$ cat src/hw/rtl/rzm_pkg.sv
// Shared types and constants for the rolling z-score / momentum block.
// No dependencies.
package rzm_pkg;
  localparam int WindowMaxDefault = 64;
  localparam int PriceW = 24;
  localparam int StampW = 64;
  localparam int CfgW = 7;
  localparam logic [CfgW-1:0] WindowReset = 7'd20;

  // Controller to datapath commands
  typedef struct packed {
    logic load;       // capture request price and timestamp
    logic rd_old;     // read oldest slot for removal
    logic rm_old;     // remove captured oldest from sums
    logic add_new;    // write new price, add to sums
    logic rd_base;    // read momentum base slot
    logic div_start;  // start divider sequence
    logic out_load;   // load result register
  } rzm_cmd_t;

  typedef struct packed {
    logic do_remove;  // window full: drop oldest first
    logic emit;       // result produced for this request
    logic calc_done;  // arithmetic finished
  } rzm_sts_t;
endpackage

$ cat src/hw/rtl/rzm_ctrl.sv
// Controller: sequences one request through update, arithmetic and output.
// Depends on rzm_pkg.
module rzm_ctrl (
  input  logic clk,
  input  logic rst,
  input  logic s_tvalid,
  output logic s_tready,
  output logic m_tvalid,
  input  logic m_tready,
  output rzm_pkg::rzm_cmd_t cmd,
  input  rzm_pkg::rzm_sts_t sts
);
  import rzm_pkg::*;
  typedef enum logic [6:0] {
    S_IDLE = 7'b000_0001, S_RDOLD = 7'b000_0010, S_RMOLD = 7'b000_0100,
    S_ADD  = 7'b000_1000, S_BASE  = 7'b001_0000, S_CALC  = 7'b010_0000,
    S_OUT  = 7'b100_0000
  } state_t;
  state_t state, state_next;
  logic pend;

  assign s_tready = (state == S_IDLE) && !(m_tvalid && !m_tready);

  always_comb begin
    state_next = state;
    cmd = '0;
    case (state)
      S_IDLE: if (s_tvalid && s_tready) begin
        cmd.load = 1'b1;
        state_next = S_RDOLD;
      end
      S_RDOLD: begin
        cmd.rd_old = sts.do_remove;
        state_next = S_RMOLD;
      end
      S_RMOLD: begin
        cmd.rm_old = sts.do_remove;
        state_next = S_ADD;
      end
      S_ADD: begin
        cmd.add_new = 1'b1;
        state_next = S_BASE;
      end
      S_BASE: begin
        if (sts.emit) begin
          cmd.rd_base = 1'b1;
          cmd.div_start = 1'b1;
          state_next = S_CALC;
        end else state_next = S_IDLE;
      end
      S_CALC: if (sts.calc_done) state_next = S_OUT;
      S_OUT: if (!pend || m_tready) begin
        cmd.out_load = 1'b1;
        state_next = S_IDLE;
      end
      default: state_next = S_IDLE;
    endcase
  end

  assign pend = m_tvalid;

  always_ff @(posedge clk) begin
    if (rst) begin
      state <= S_IDLE;
      m_tvalid <= 1'b0;
    end else begin
      state <= state_next;
      if (cmd.out_load) m_tvalid <= 1'b1;
      else if (m_tready) m_tvalid <= 1'b0;
    end
  end
endmodule

$ cat config.mk
export PLATFORM = sky130hd
export DESIGN_NAME = rzm_ctrl
export DESIGN_NICKNAME = d
export VERILOG_FILES = /design/src/hw/rtl/rzm_pkg.sv /design/src/hw/rtl/rzm_ctrl.sv
export SDC_FILE = /design/constraint.sdc
export NUM_CORES = 1
export LEC_CHECK = 0
export ABC_AREA = 1
export BUFFER_PORTS_ARGS = -buffer_cell sky130_fd_sc_hd__buf_2
export CAP_MARGIN = 20
export CORE_AREA = 2 2 39 41
export DETAILED_ROUTE_END_ITERATION = 12
export DIE_AREA = 0 0 41 43
export PLACE_DENSITY = 0.7
export RECOVER_POWER = 50
export REMOVE_ABC_BUFFERS = 1
export SLEW_MARGIN = 20
export SYNTH_ARGS = -nofsm -noshare
export SYNTH_HDL_FRONTEND = slang
export SYNTH_SLANG_ARGS = --single-unit
$ cat constraint.sdc
create_clock -name clk -period 1.8 [get_ports clk]
set_input_delay 0.54 -clock clk [delete_from_list [all_inputs] [get_ports clk]]
set_output_delay 0.54 -clock clk [all_outputs]
set_load 0.02 [all_outputs]
* Word level (Yosys, flattened, before mapping)
Index checks and enable logic that the tools add are counted.
** Cells by class
- Equal/unequal tests :: 10
- Mux-type cells :: 16
- Reductions and logical operators :: 9
** Operators with widths (count)
- one-hot mux 7 bit (7 select lines) :: 1
- 2-to-1 mux 7 bit :: 3
- 2-to-1 mux 1 bit :: 9
- == test 7 x 1 -> 1 bit (second input constant) :: 1
- == test 7 x 2 -> 1 bit (second input constant) :: 1
- == test 7 x 3 -> 1 bit (second input constant) :: 1
- == test 7 x 4 -> 1 bit (second input constant) :: 1
- == test 7 x 5 -> 1 bit (second input constant) :: 1
- == test 7 x 6 -> 1 bit (second input constant) :: 1
- == test 7 bit (second input constant) :: 1
- 2-to-1 mux 6 bit :: 1
- 2-to-1 mux 2 bit :: 2
- != test 2 bit (second input constant) :: 2
- logical AND 1 bit :: 3
- zero test 1 bit :: 3
- AND reduction 3 bit :: 1
- != test 2 x 1 -> 1 bit (second input constant) :: 1
- nonzero test 2 bit :: 1
- logical OR 1 bit :: 1
** Word-level totals
- Output and inout bits :: 9
- Register bits after elaboration :: 8
- Bits of input ports :: 7
- Word-level logic and storage cells :: 37

* Logic depth before layout (Yosys ltp)
Gate-level depths: netlist of run 1.
- Word-level depth :: 7
- Depth in mapped cells :: 9

* Worst setup path after synthesis of run 1
OpenSTA, ideal clock, no wires.
- Kind :: reg2out
- Start :: reg state[2]
- End :: out cmd[6] (netlist bit)
- Stages on the path, launching flop included :: 8
- Path slack :: 88 ps
- Arrival :: 1172 ps
- Buffers on the path :: 0
- Cells stage by stage :: dfxtp_1 -> nor2_4 -> nand2_1 -> nor2_2 -> inv_2 -> nor2_2 -> nand2_1 -> inv_1
** RTL lines
- from (decl) :: RTL line rzm_ctrl.sv:19 : state_t state, state_next;
- from (signal assigned) :: RTL line rzm_ctrl.sv:67 : state <= state_next;
- to (decl) :: RTL line rzm_ctrl.sv:10 : output rzm_pkg::rzm_cmd_t cmd,

==> results_dict.tcl, run 1 <==
set metrics [dict create \
    tightest_slew_ns 0.266 \
    synth-seq-cells 8 \
    syn_area_um2 529 \
    crit_slowest_cell "dfxtp_4" \
    met2_usage_pct 29.7 \
    skew_ns 0.00595 \
    insertion_delay_ns 0.26 \
    path_clk_slew_ns 0.05 \
    hold_violations 0 \
    setup-violations-final 6 \
    pin_count 16 \
    drtIter0Drc 14 \
    status "finished with violations" \
    layout.nets 117 \
    leakage_nw 0.463 \
    final_area_um2 852 \
    fp.dieH_um 43 \
    fin_ws_ns -0.0747 \
    hpwl_um 860 \
    grt-busiest-layer "met2" \
    period_needed_ns 1.87 \
    avgSynthCellArea_um2 6.96 \
    path_cells "nor2_4 > nand2_1 > nor2_2 > inv_2 > nor2_4 > nand2_2 > inv_2 > buf_6" \
    relSlewSlack_pct 82.2 \
    placed_area_um2 624 \
    drive_above_1_share_pct 63.9 \
    overflow 0 \
    dr.pass1.iters 4 \
    initial_utilization_pct 38.2 \
    grt_max_degree 8 \
    crit_type "flop to primary output" \
    synthCells 76 \
    portBuffers 15 \
    fin_util_pct 61.6 \
    final_cell_mix "17 x buf_4, 12 x nor2_1, 11 x inv_1, 9 x buf_2" \
    crit_fanout 3 \
    slowest_delay_ns 0.35 \
    maxCapViolCount 0 \
    endpoint_kind "primary output" \
    h-tree-depth 1 \
    clock_tree.buffer_depth 2 \
    rsz0062_at_grt "true" \
    fin_crit_sh_pct 104 \
    die-width_um 41 \
    p_per_area_nw_per_um2 779 \
    tritoncts "yes" \
    worstPathRequired_ns 1.26 \
    area_growth_pct 61.0 \
    drc 0 \
    ir_worst_vdd_mv 0.309 \
    slew_violations 0 \
    cts.sinks 8 \
    root_buffer "clkbuf_4" \
    rows 14 \
    tns_ns -0.253 \
    cts_made_buffers 3 \
    core-area_um2 1380 \
    antenna_found_initial 0 \
    grt_pass1_wl_um 2000 \
    yosysSeqAreaShare_pct 30.3 \
    violations "negative setup slack" \
    fmaxAchievable_mhz 533 \
    startpoint_type "flop" \
    yosys_warnings 0 \
    use_met3_pct 3.66 \
    grtUsageTotal_pct 17.2 \
    first_global_vias 510 \
    layout.cells.most_common "buf_4" \
    synth.distinct_cells 20 \
    antenna_cells 0 \
    power_mw 0.664 \
    die_area_um2 1760 \
    grt_use_met1_pct 17.4 \
    wl_um 1350 \
    gp_congestion 0.707 \
    min_path_type "flop to flop" \
    cp_data_arrival_time_ns 1.33 \
    hold_buffers 0 \
    vias 592 \
    ant_nets 0 \
    routedWlPerCell_um 10.9 \
    detail_route.vias_per_cell 4.77 \
]
-- kinds of logic after synthesis --
logic type      synth area share [%]
buf+inv                         16.5
flops                           30.3
simple gates                    50.4
compound gates                  2.84
-- cell usage after synthesis --
library cell,instances,area share [%]
o21ai_1,1,0.94
inv_2,3,2.1
nand2_2,1,1.2
nand3b_4,1,3.8
nor4_2,2,4.7
dfxtp_1,8,30
nor3_2,1,1.9
nor2_1,14,9.9
nand2_4,1,2.1
inv_1,16,11
nand2_1,9,6.4
nor2_2,5,5.9
nand3b_1,1,1.4
nor2_4,2,4.3
a21oi_1,2,1.9
nand4_1,1,1.2
nand3_2,2,3.8
clkinv_4,1,1.7
nand3_1,4,3.8
buf_4,1,1.4
-- worst paths after layout --
path	startpoint	endpoint	slack, ns	cells past startpoint
setup / recovery	state[3]$_SDFFE_PP0P_	cmd[6]	-0.07	8
hold / removal	state[0]$_SDFFE_PP1P_	state[0]$_SDFFE_PP1P_	0.51	2
setup reg to reg	state[3]$_SDFFE_PP0P_	state[1]$_SDFFE_PP0P_	0	13
hold reg to reg	state[0]$_SDFFE_PP1P_	state[0]$_SDFFE_PP1P_	0.51	2
-- per-layer routing --
layer	up-vias	routed length, um
met3	7	79
met5	-	0
met4	0	39
met2	23	725
li1	295	-
met1	267	507
-- registers in the layout, summed over array words and instances (netlist names) --
name,cells
state,7
m_tvalid,1
-- repair_timing --
item | CTS | global route
setup buffers | 10 | 4
pin swaps | 3 | 8
gates resized for setup | 18 | 18
endpoints found under the setup margin | 6 | 8
-- metrics by stage --
step / worst slack, ns / std cells / hold WS, ns
6_report: -0.0747 / 124 / 0.513
5_1_grt: -0.151 / 124 / 0.538
4_1_cts: -0.0509 / 120 / 0.526
3_5_place_dp: 0.0996 / 107 / 0.541
3_3_place_gp: 0.119 / 107 / 0.532
2_1_floorplan: 0.0882 / 75 / 0.490
-- report_power, final --
| part | internal (mW) | switching [mW] | total [mW] |
|---|---|---|---|
| Sequential | 0.193 | 0.0220 | 0.215 |
| Combinational | 0.148 | 0.164 | 0.311 |
| Clock | 0.0763 | 0.0614 | 0.138 |
| Total | 0.417 | 0.247 | 0.664 |
-- final cells by class --
class / instances / area, um^2
fill: 117 / 532
tap: 16 / 20.0
sequential: 8 / 175
inverter: 20 / 82.6
timing repair buffer: 30 / 218
multi-input combinational: 47 / 334
clock buffer: 3 / 22.5
-- critical path: cells and delay by family (launching register included) --
kind,cells,cell delay (ns)
and+or+nand+nor,5,0.51
DFF,1,0.35
buffers and inverters,3,0.22
Note: power is estimated with default switching activity, not from simulation.
==> run 2, diff against run 1 <==
--- a/config.mk
+++ b/config.mk
@@ -19,2 +19,3 @@
 export SYNTH_HDL_FRONTEND = slang
 export SYNTH_SLANG_ARGS = --single-unit
+export TNS_END_PERCENT = 50
==> constraint.sdc (replaced) <==
create_clock -name clk -period 1.8 [get_ports clk]
set_input_delay 0 -clock clk [delete_from_list [all_inputs] [get_ports clk]]
set_output_delay 0 -clock clk [all_outputs]
set_load 0.02 [all_outputs]
==> run 2 against run 1 <==
  * The flow now finishes without violations
  * Power down 20%
  * Core utilization shrank 16 points
  * Hold slack lost 0.51 ns
  * Largest power group is now registers
  * Highest routed layer unchanged
==> results_dict.tcl, run 2 (synthesized netlist as in run 1, its figures left out) <==
set metrics [dict create \
    path_clk_slew_ns 0.06 \
    drc 0 \
    tritoncts "yes" \
    initial_utilization_pct 38.2 \
    pin_count 16 \
    hold_buffers 0 \
    grt_pass1_wl_um 1770 \
    p_int_mw 0.329 \
    insertion_delay_ns 0.26 \
    layout.cells.most_common "nor2_1" \
    layout.nets 102 \
    ant_nets 0 \
    skew_ns 0.00174 \
    status "finished clean" \
    period_needed_ns 1.51 \
    reg_top3 "state: 7 flops, m_tvalid: 1 flops" \
    p_seq_share_pct 38.5 \
    switching_share_pct 37.8 \
    fin_crit_sh_pct 83.8 \
    core-area_um2 1380 \
    grtUsageTotal_pct 14.3 \
    root_buffer "clkbuf_4" \
    path_cells "nor2_1 > nand2_4 > nor4_1 > nand2_1 > inv_1 > buf_2" \
    hold_violations 0 \
    tightest_slew_ns 0.279 \
    overflow 0 \
    first_global_vias 452 \
    cts.sinks 8 \
    holdWs_ns 0.00347 \
    grt_max_degree 8 \
    clkPwrFrac_pct 26.9 \
    drive_above_1_share_pct 34.4 \
    setup-violations-final 0 \
    die-width_um 41 \
    place_worst_setup_slack_ns 0.627 \
    fin_util_pct 45.1 \
    p_per_area_nw_per_um2 849 \
    h-tree-depth 1 \
    rsz0062_at_grt "false" \
    crit_slowest_cell "dfxtp_1" \
    ir_worst_vdd_mv 0.313 \
    fp.dieH_um 43 \
    maxCapViolCount 0 \
    crit_type "flop to primary output" \
    startpoint_type "flop" \
    worstPathRequired_ns 1.80 \
    slew_violations 0 \
    power.switching_mw 0.200 \
    slowest_delay_ns 0.34 \
    clock_tree.buffer_depth 2 \
    leakage_nw 0.384 \
    regMostFlops "state" \
    die_area_um2 1760 \
    fmaxAchievable_mhz 663 \
    relSlewSlack_pct 81.3 \
    antenna_cells 0 \
    detail_route.vias_per_cell 4.61 \
    postCtsSetupBuffers 0 \
    fin_ws_ns 0.291 \
    endpoint_kind "primary output" \
    vias 503 \
    routedWlPerCell_um 9.52 \
    final_area_um2 624 \
    placed_area_um2 617 \
    largest_reg_flops 7 \
    dr.pass1.iters 4 \
    power_frac_comb_pct 34.5 \
    hpwl_um 866 \
    cts-resized-gates 0 \
    min_path_type "input port to flop" \
    final_cell_mix "17 x nor2_1, 16 x inv_1, 14 x buf_2, 9 x nand2_1, 8 x dfxtp_1" \
    cp_data_arrival_time_ns 1.51 \
    crit_fanout 4 \
    drtIter0Drc 8 \
    rows 14 \
    gp_congestion 0.824 \
    area_growth_pct 18.0 \
    nFillCells 150 \
    tns_ns 0 \
    antenna_found_initial 0 \
    wl_um 1040 \
    portBuffers 15 \
    cts_made_buffers 3 \
]
-- run 2: power groups by stage --
stage | registers [mW] | logic, mW | clock network (mW)
global route | 0.207 | 0.210 | 0.150
CTS | 0.206 | 0.191 | 0.144
detailed placement | 0.210 | 0.190 | 0
floorplan | 0.208 | 0.147 | 0
finish | 0.204 | 0.183 | 0.143
global placement | 0.210 | 0.187 | 0
-- run 2: per-stage QoR --
step / std cells / total power [mW]
after detailed placement: 106 / 0.400
after CTS: 109 / 0.540
after global routing: 109 / 0.567
after global placement: 106 / 0.397
final: 109 / 0.530
after floorplan: 75 / 0.355
-- run 2: worst max-delay path: cells and delay by family (launching register included) --
| family | cells | cell delay, ns |
|---|---|---|
| buffers and inverters | 2 | 0.24 |
| DFF | 1 | 0.34 |
| and+or+nand+nor | 4 | 0.67 |
-- run 2: routing by layer --
layer / share of wire (%) / global-route usage [%]
met1: 43 / 17.0
met2: 48 / 23.4
met3: 7.0 / 3.14
met4: 1.3 / 6.00
met5: 0 / 0
-- run 2: cell type report --
| type | count | area [um^2] | area share [%] |
|---|---|---|---|
| repair buffers | 15 | 73.8 | 11.8 |
| multi-input cells | 47 | 268 | 42.9 |
| well taps | 16 | 20.0 | 3.21 |
| inverters | 20 | 80.1 | 12.8 |
| clock buffers | 3 | 22.5 | 3.61 |
| flip-flops and latches | 8 | 160 | 25.7 |
-- run 2: final timing paths --
check | from | to | slack [ns] | cells after the start
max | state[0]$_SDFFE_PP1P_ | cmd[2] | 0.29 | 6
min reg2reg | state[0]$_SDFFE_PP1P_ | state[0]$_SDFFE_PP1P_ | 0.54 | 2
max reg2reg | state[0]$_SDFFE_PP1P_ | state[0]$_SDFFE_PP1P_ | 0.53 | 6
min | rst | state[1]$_SDFFE_PP0P_ | 0.003 | 2
==> run 3, diff against run 2 <==
- ABC_AREA: 1 -> 0
- PLACE_DENSITY: 0.7 -> 0.71
- clock period: 1.8 -> 1.36 ns (I/O delays scaled with it)
==> run 3 against run 2 <==
  * The flow now finishes with violations (negative setup slack)
  * Sequential power grew 64%
  * Synthesized cell count shrank 24%
  * Sequential share of layout area shrank 5.7 points
  * Area after synthesis shrank 4.5%
  * Clock skew is essentially flat
  * Global-route usage grew 9.9 points
  * Die area is the same
==> results_dict.tcl, run 3 <==
set metrics [dict create \
    startpoint_type "flop" \
    area_growth_pct 70.3 \
    synth-edff-count 0 \
    switching_share_pct 39.0 \
    overflow 0 \
    grt_max_degree 8 \
    synth.distinct_cells 30 \
    avgSynthCellArea_um2 8.72 \
    final_cell_mix "15 x buf_4, 8 x buf_2, 8 x buf_6, 4 x nor2b_1" \
    slew_violations 0 \
    relSlewSlack_pct 73.9 \
    placed_area_um2 683 \
    clock_tree.buffer_depth 2 \
    multiInputGateArea_um2 383 \
    routedWlPerCell_um 15.8 \
    first_global_vias 619 \
    regMostFlops "state" \
    wl_um 1720 \
    nFillCells 122 \
    power_frac_comb_pct 59.9 \
    synth_top_area_share_pct 31.7 \
    ir_worst_vdd_mv 0.809 \
    cts_made_buffers 3 \
    vias 611 \
    grtUsageTotal_pct 24.2 \
    synth_most_common_cell "dfxtp_1" \
    drc 0 \
    grt_pass1_wl_um 2790 \
    reg_top3 "state: 7 flops, m_tvalid: 1 flops" \
    initial_utilization_pct 36.5 \
    period_needed_ns 1.69 \
    yosys-top-cells-area "dfxtp_1 32%, and3_1 7.4%, nor2b_1 5.0%, a211oi_4 4.0%, nand4_1 3.7%" \
    fin_crit_sh_pct 124 \
    min_path_type "input port to flop" \
    synthFlopType "dfxtp_1" \
    synth-seq-cells 8 \
    hpwl_um 1120 \
    dr.pass1.iters 4 \
    path_clk_slew_ns 0.06 \
    core-area_um2 1380 \
    gp_congestion 0.913 \
    tritoncts "yes" \
    status "finished with violations" \
    async_flop_share_pct 0 \
    holdWs_ns 0.0208 \
    antenna_cells 0 \
    syn_area_um2 505 \
    root_buffer "clkbuf_4" \
    rsz0062_at_grt "true" \
    ant_nets 0 \
    final_area_um2 861 \
    layout.cells.most_common "buf_4" \
    p_per_area_nw_per_um2 1520 \
    crit_fanout 3 \
    yosys_warnings 0 \
    power_mw 1.31 \
    maxCapViolCount 0 \
    insertion_delay_ns 0.26 \
    setup-violations-final 13 \
    yosys.area.top_type "dfxtp_1" \
    fp.dieH_um 43 \
    die_area_um2 1760 \
    synthCells 58 \
    worstPathRequired_ns 1.36 \
    crit_type "flop to primary output" \
    clkPwrFrac_pct 14.5 \
    detail_route.vias_per_cell 5.61 \
    cp_data_arrival_time_ns 1.69 \
    cts.sinks 8 \
    violations "negative setup slack" \
    rows 14 \
    synth_commonest_cells "8 x dfxtp_1, 6 x and3_1, 5 x nor2_1" \
    tightest_slew_ns 0.387 \
    regArea_um2 171 \
    endpoint_kind "primary output" \
    leakage_nw 0.385 \
    h-tree-depth 1 \
    skew_ns 0.00196 \
    antenna_found_initial 0 \
    p_seq_share_pct 25.6 \
    die-width_um 41 \
    hold_violations 0 \
    pin_count 16 \
    yosysSeqAreaShare_pct 31.7 \
    largest_reg_flops 7 \
    p_int_mw 0.800 \
    fmaxAchievable_mhz 593 \
    drive_above_1_share_pct 57.0 \
    power.switching_mw 0.512 \
    drtIter0Drc 11 \
    fin_ws_ns -0.327 \
    layout.nets 102 \
    portBuffers 15 \
    fin_util_pct 62.2 \
]
[run 3: cell count changes after synthesis, sizes merged, moves of 2 or more]
cell,before,now
and3,0,6
inv,19,2
nand2,11,2
nand3,6,1
nand3b,2,0
nand4,1,3
nor2,21,5
nor2b,0,4
nor3,1,3
nor3b,0,2
o21a,0,2
o311ai,0,2
or2b,0,2
[run 3: cell type report]
| cell class | instances | share of cell area (%) |
|---|---|---|
| timing repair buffer | 33 | 29.8 |
| sequential | 8 | 19.9 |
| clock buffer | 3 | 2.62 |
| inverter | 2 | 0.872 |
| tap | 16 | 2.33 |
| multi-input combinational | 47 | 44.5 |
[run 3: worst max-delay path, cell delays in order, from the launching register on]
cell	delay, ns
dfxtp_2	0.32
or4_4	0.57
nor2_4	0.11
and3_4	0.19
and2_4	0.13
buf_6	0.11
[run 3: final timing paths]
check | from | end | slack (ns) | cells after the start
max | state[4]$_SDFFE_PP0P_ | cmd[6] | -0.33 | 5
min | s_tvalid | state[1]$_SDFFE_PP0P_ | 0.02 | 2
max reg2reg | state[4]$_SDFFE_PP0P_ | state[0]$_SDFFE_PP1P_ | -0.31 | 5
min reg2reg | state[0]$_SDFFE_PP1P_ | state[0]$_SDFFE_PP1P_ | 0.61 | 2
[run 3: logic make-up (layout without fill, tap and decap cells)]
family | Yosys count | after routing | synth area share (%)
simple gates | 35 | 35 | 44.6
mux | 1 | 1 | 1.98
buf+inv | 3 | 38 | 2.97
flops | 8 | 8 | 31.7
compound gates | 11 | 11 | 18.8
[run 3: stage by stage]
| stage | TNS, ns | std cells | worst slack (ns) |
|---|---|---|---|
| 3_3_place_gp | -0.679 | 100 | -0.120 |
| 2_1_floorplan | -0.795 | 57 | -0.219 |
| 4_1_cts | -2.53 | 109 | -0.323 |
| 5_1_grt | -3.32 | 109 | -0.376 |
| 6_report | -2.54 | 109 | -0.327 |
| 3_5_place_dp | -0.928 | 100 | -0.173 |
[run 3: power by group through the flow]
stage | logic, mW | clock network [mW] | registers, mW
3_3_place_gp | 0.622 | 0 | 0.325
5_1_grt | 0.845 | 0.211 | 0.343
2_1_floorplan | 0.408 | 0 | 0.323
3_5_place_dp | 0.638 | 0 | 0.325
4_1_cts | 0.760 | 0.195 | 0.332
6_report | 0.786 | 0.190 | 0.335
[run 3: routing by layer]
layer	wire [um]	GRT usage, %	vias up
li1	-	-	290
met1	729	27.5	282
met5	0	0	-
met4	77	16.0	0
met2	816	37.8	30
met3	96	5.76	9
[run 3: repair_timing]
item                                   4_1_cts  5_1_grt
pin swaps                                    6        3
hold buffers                                 1        0
setup endpoints to repair                   14       15
setup buffers                                5        0
gates resized for setup                     31        1
endpoints found under the hold margin        3        0
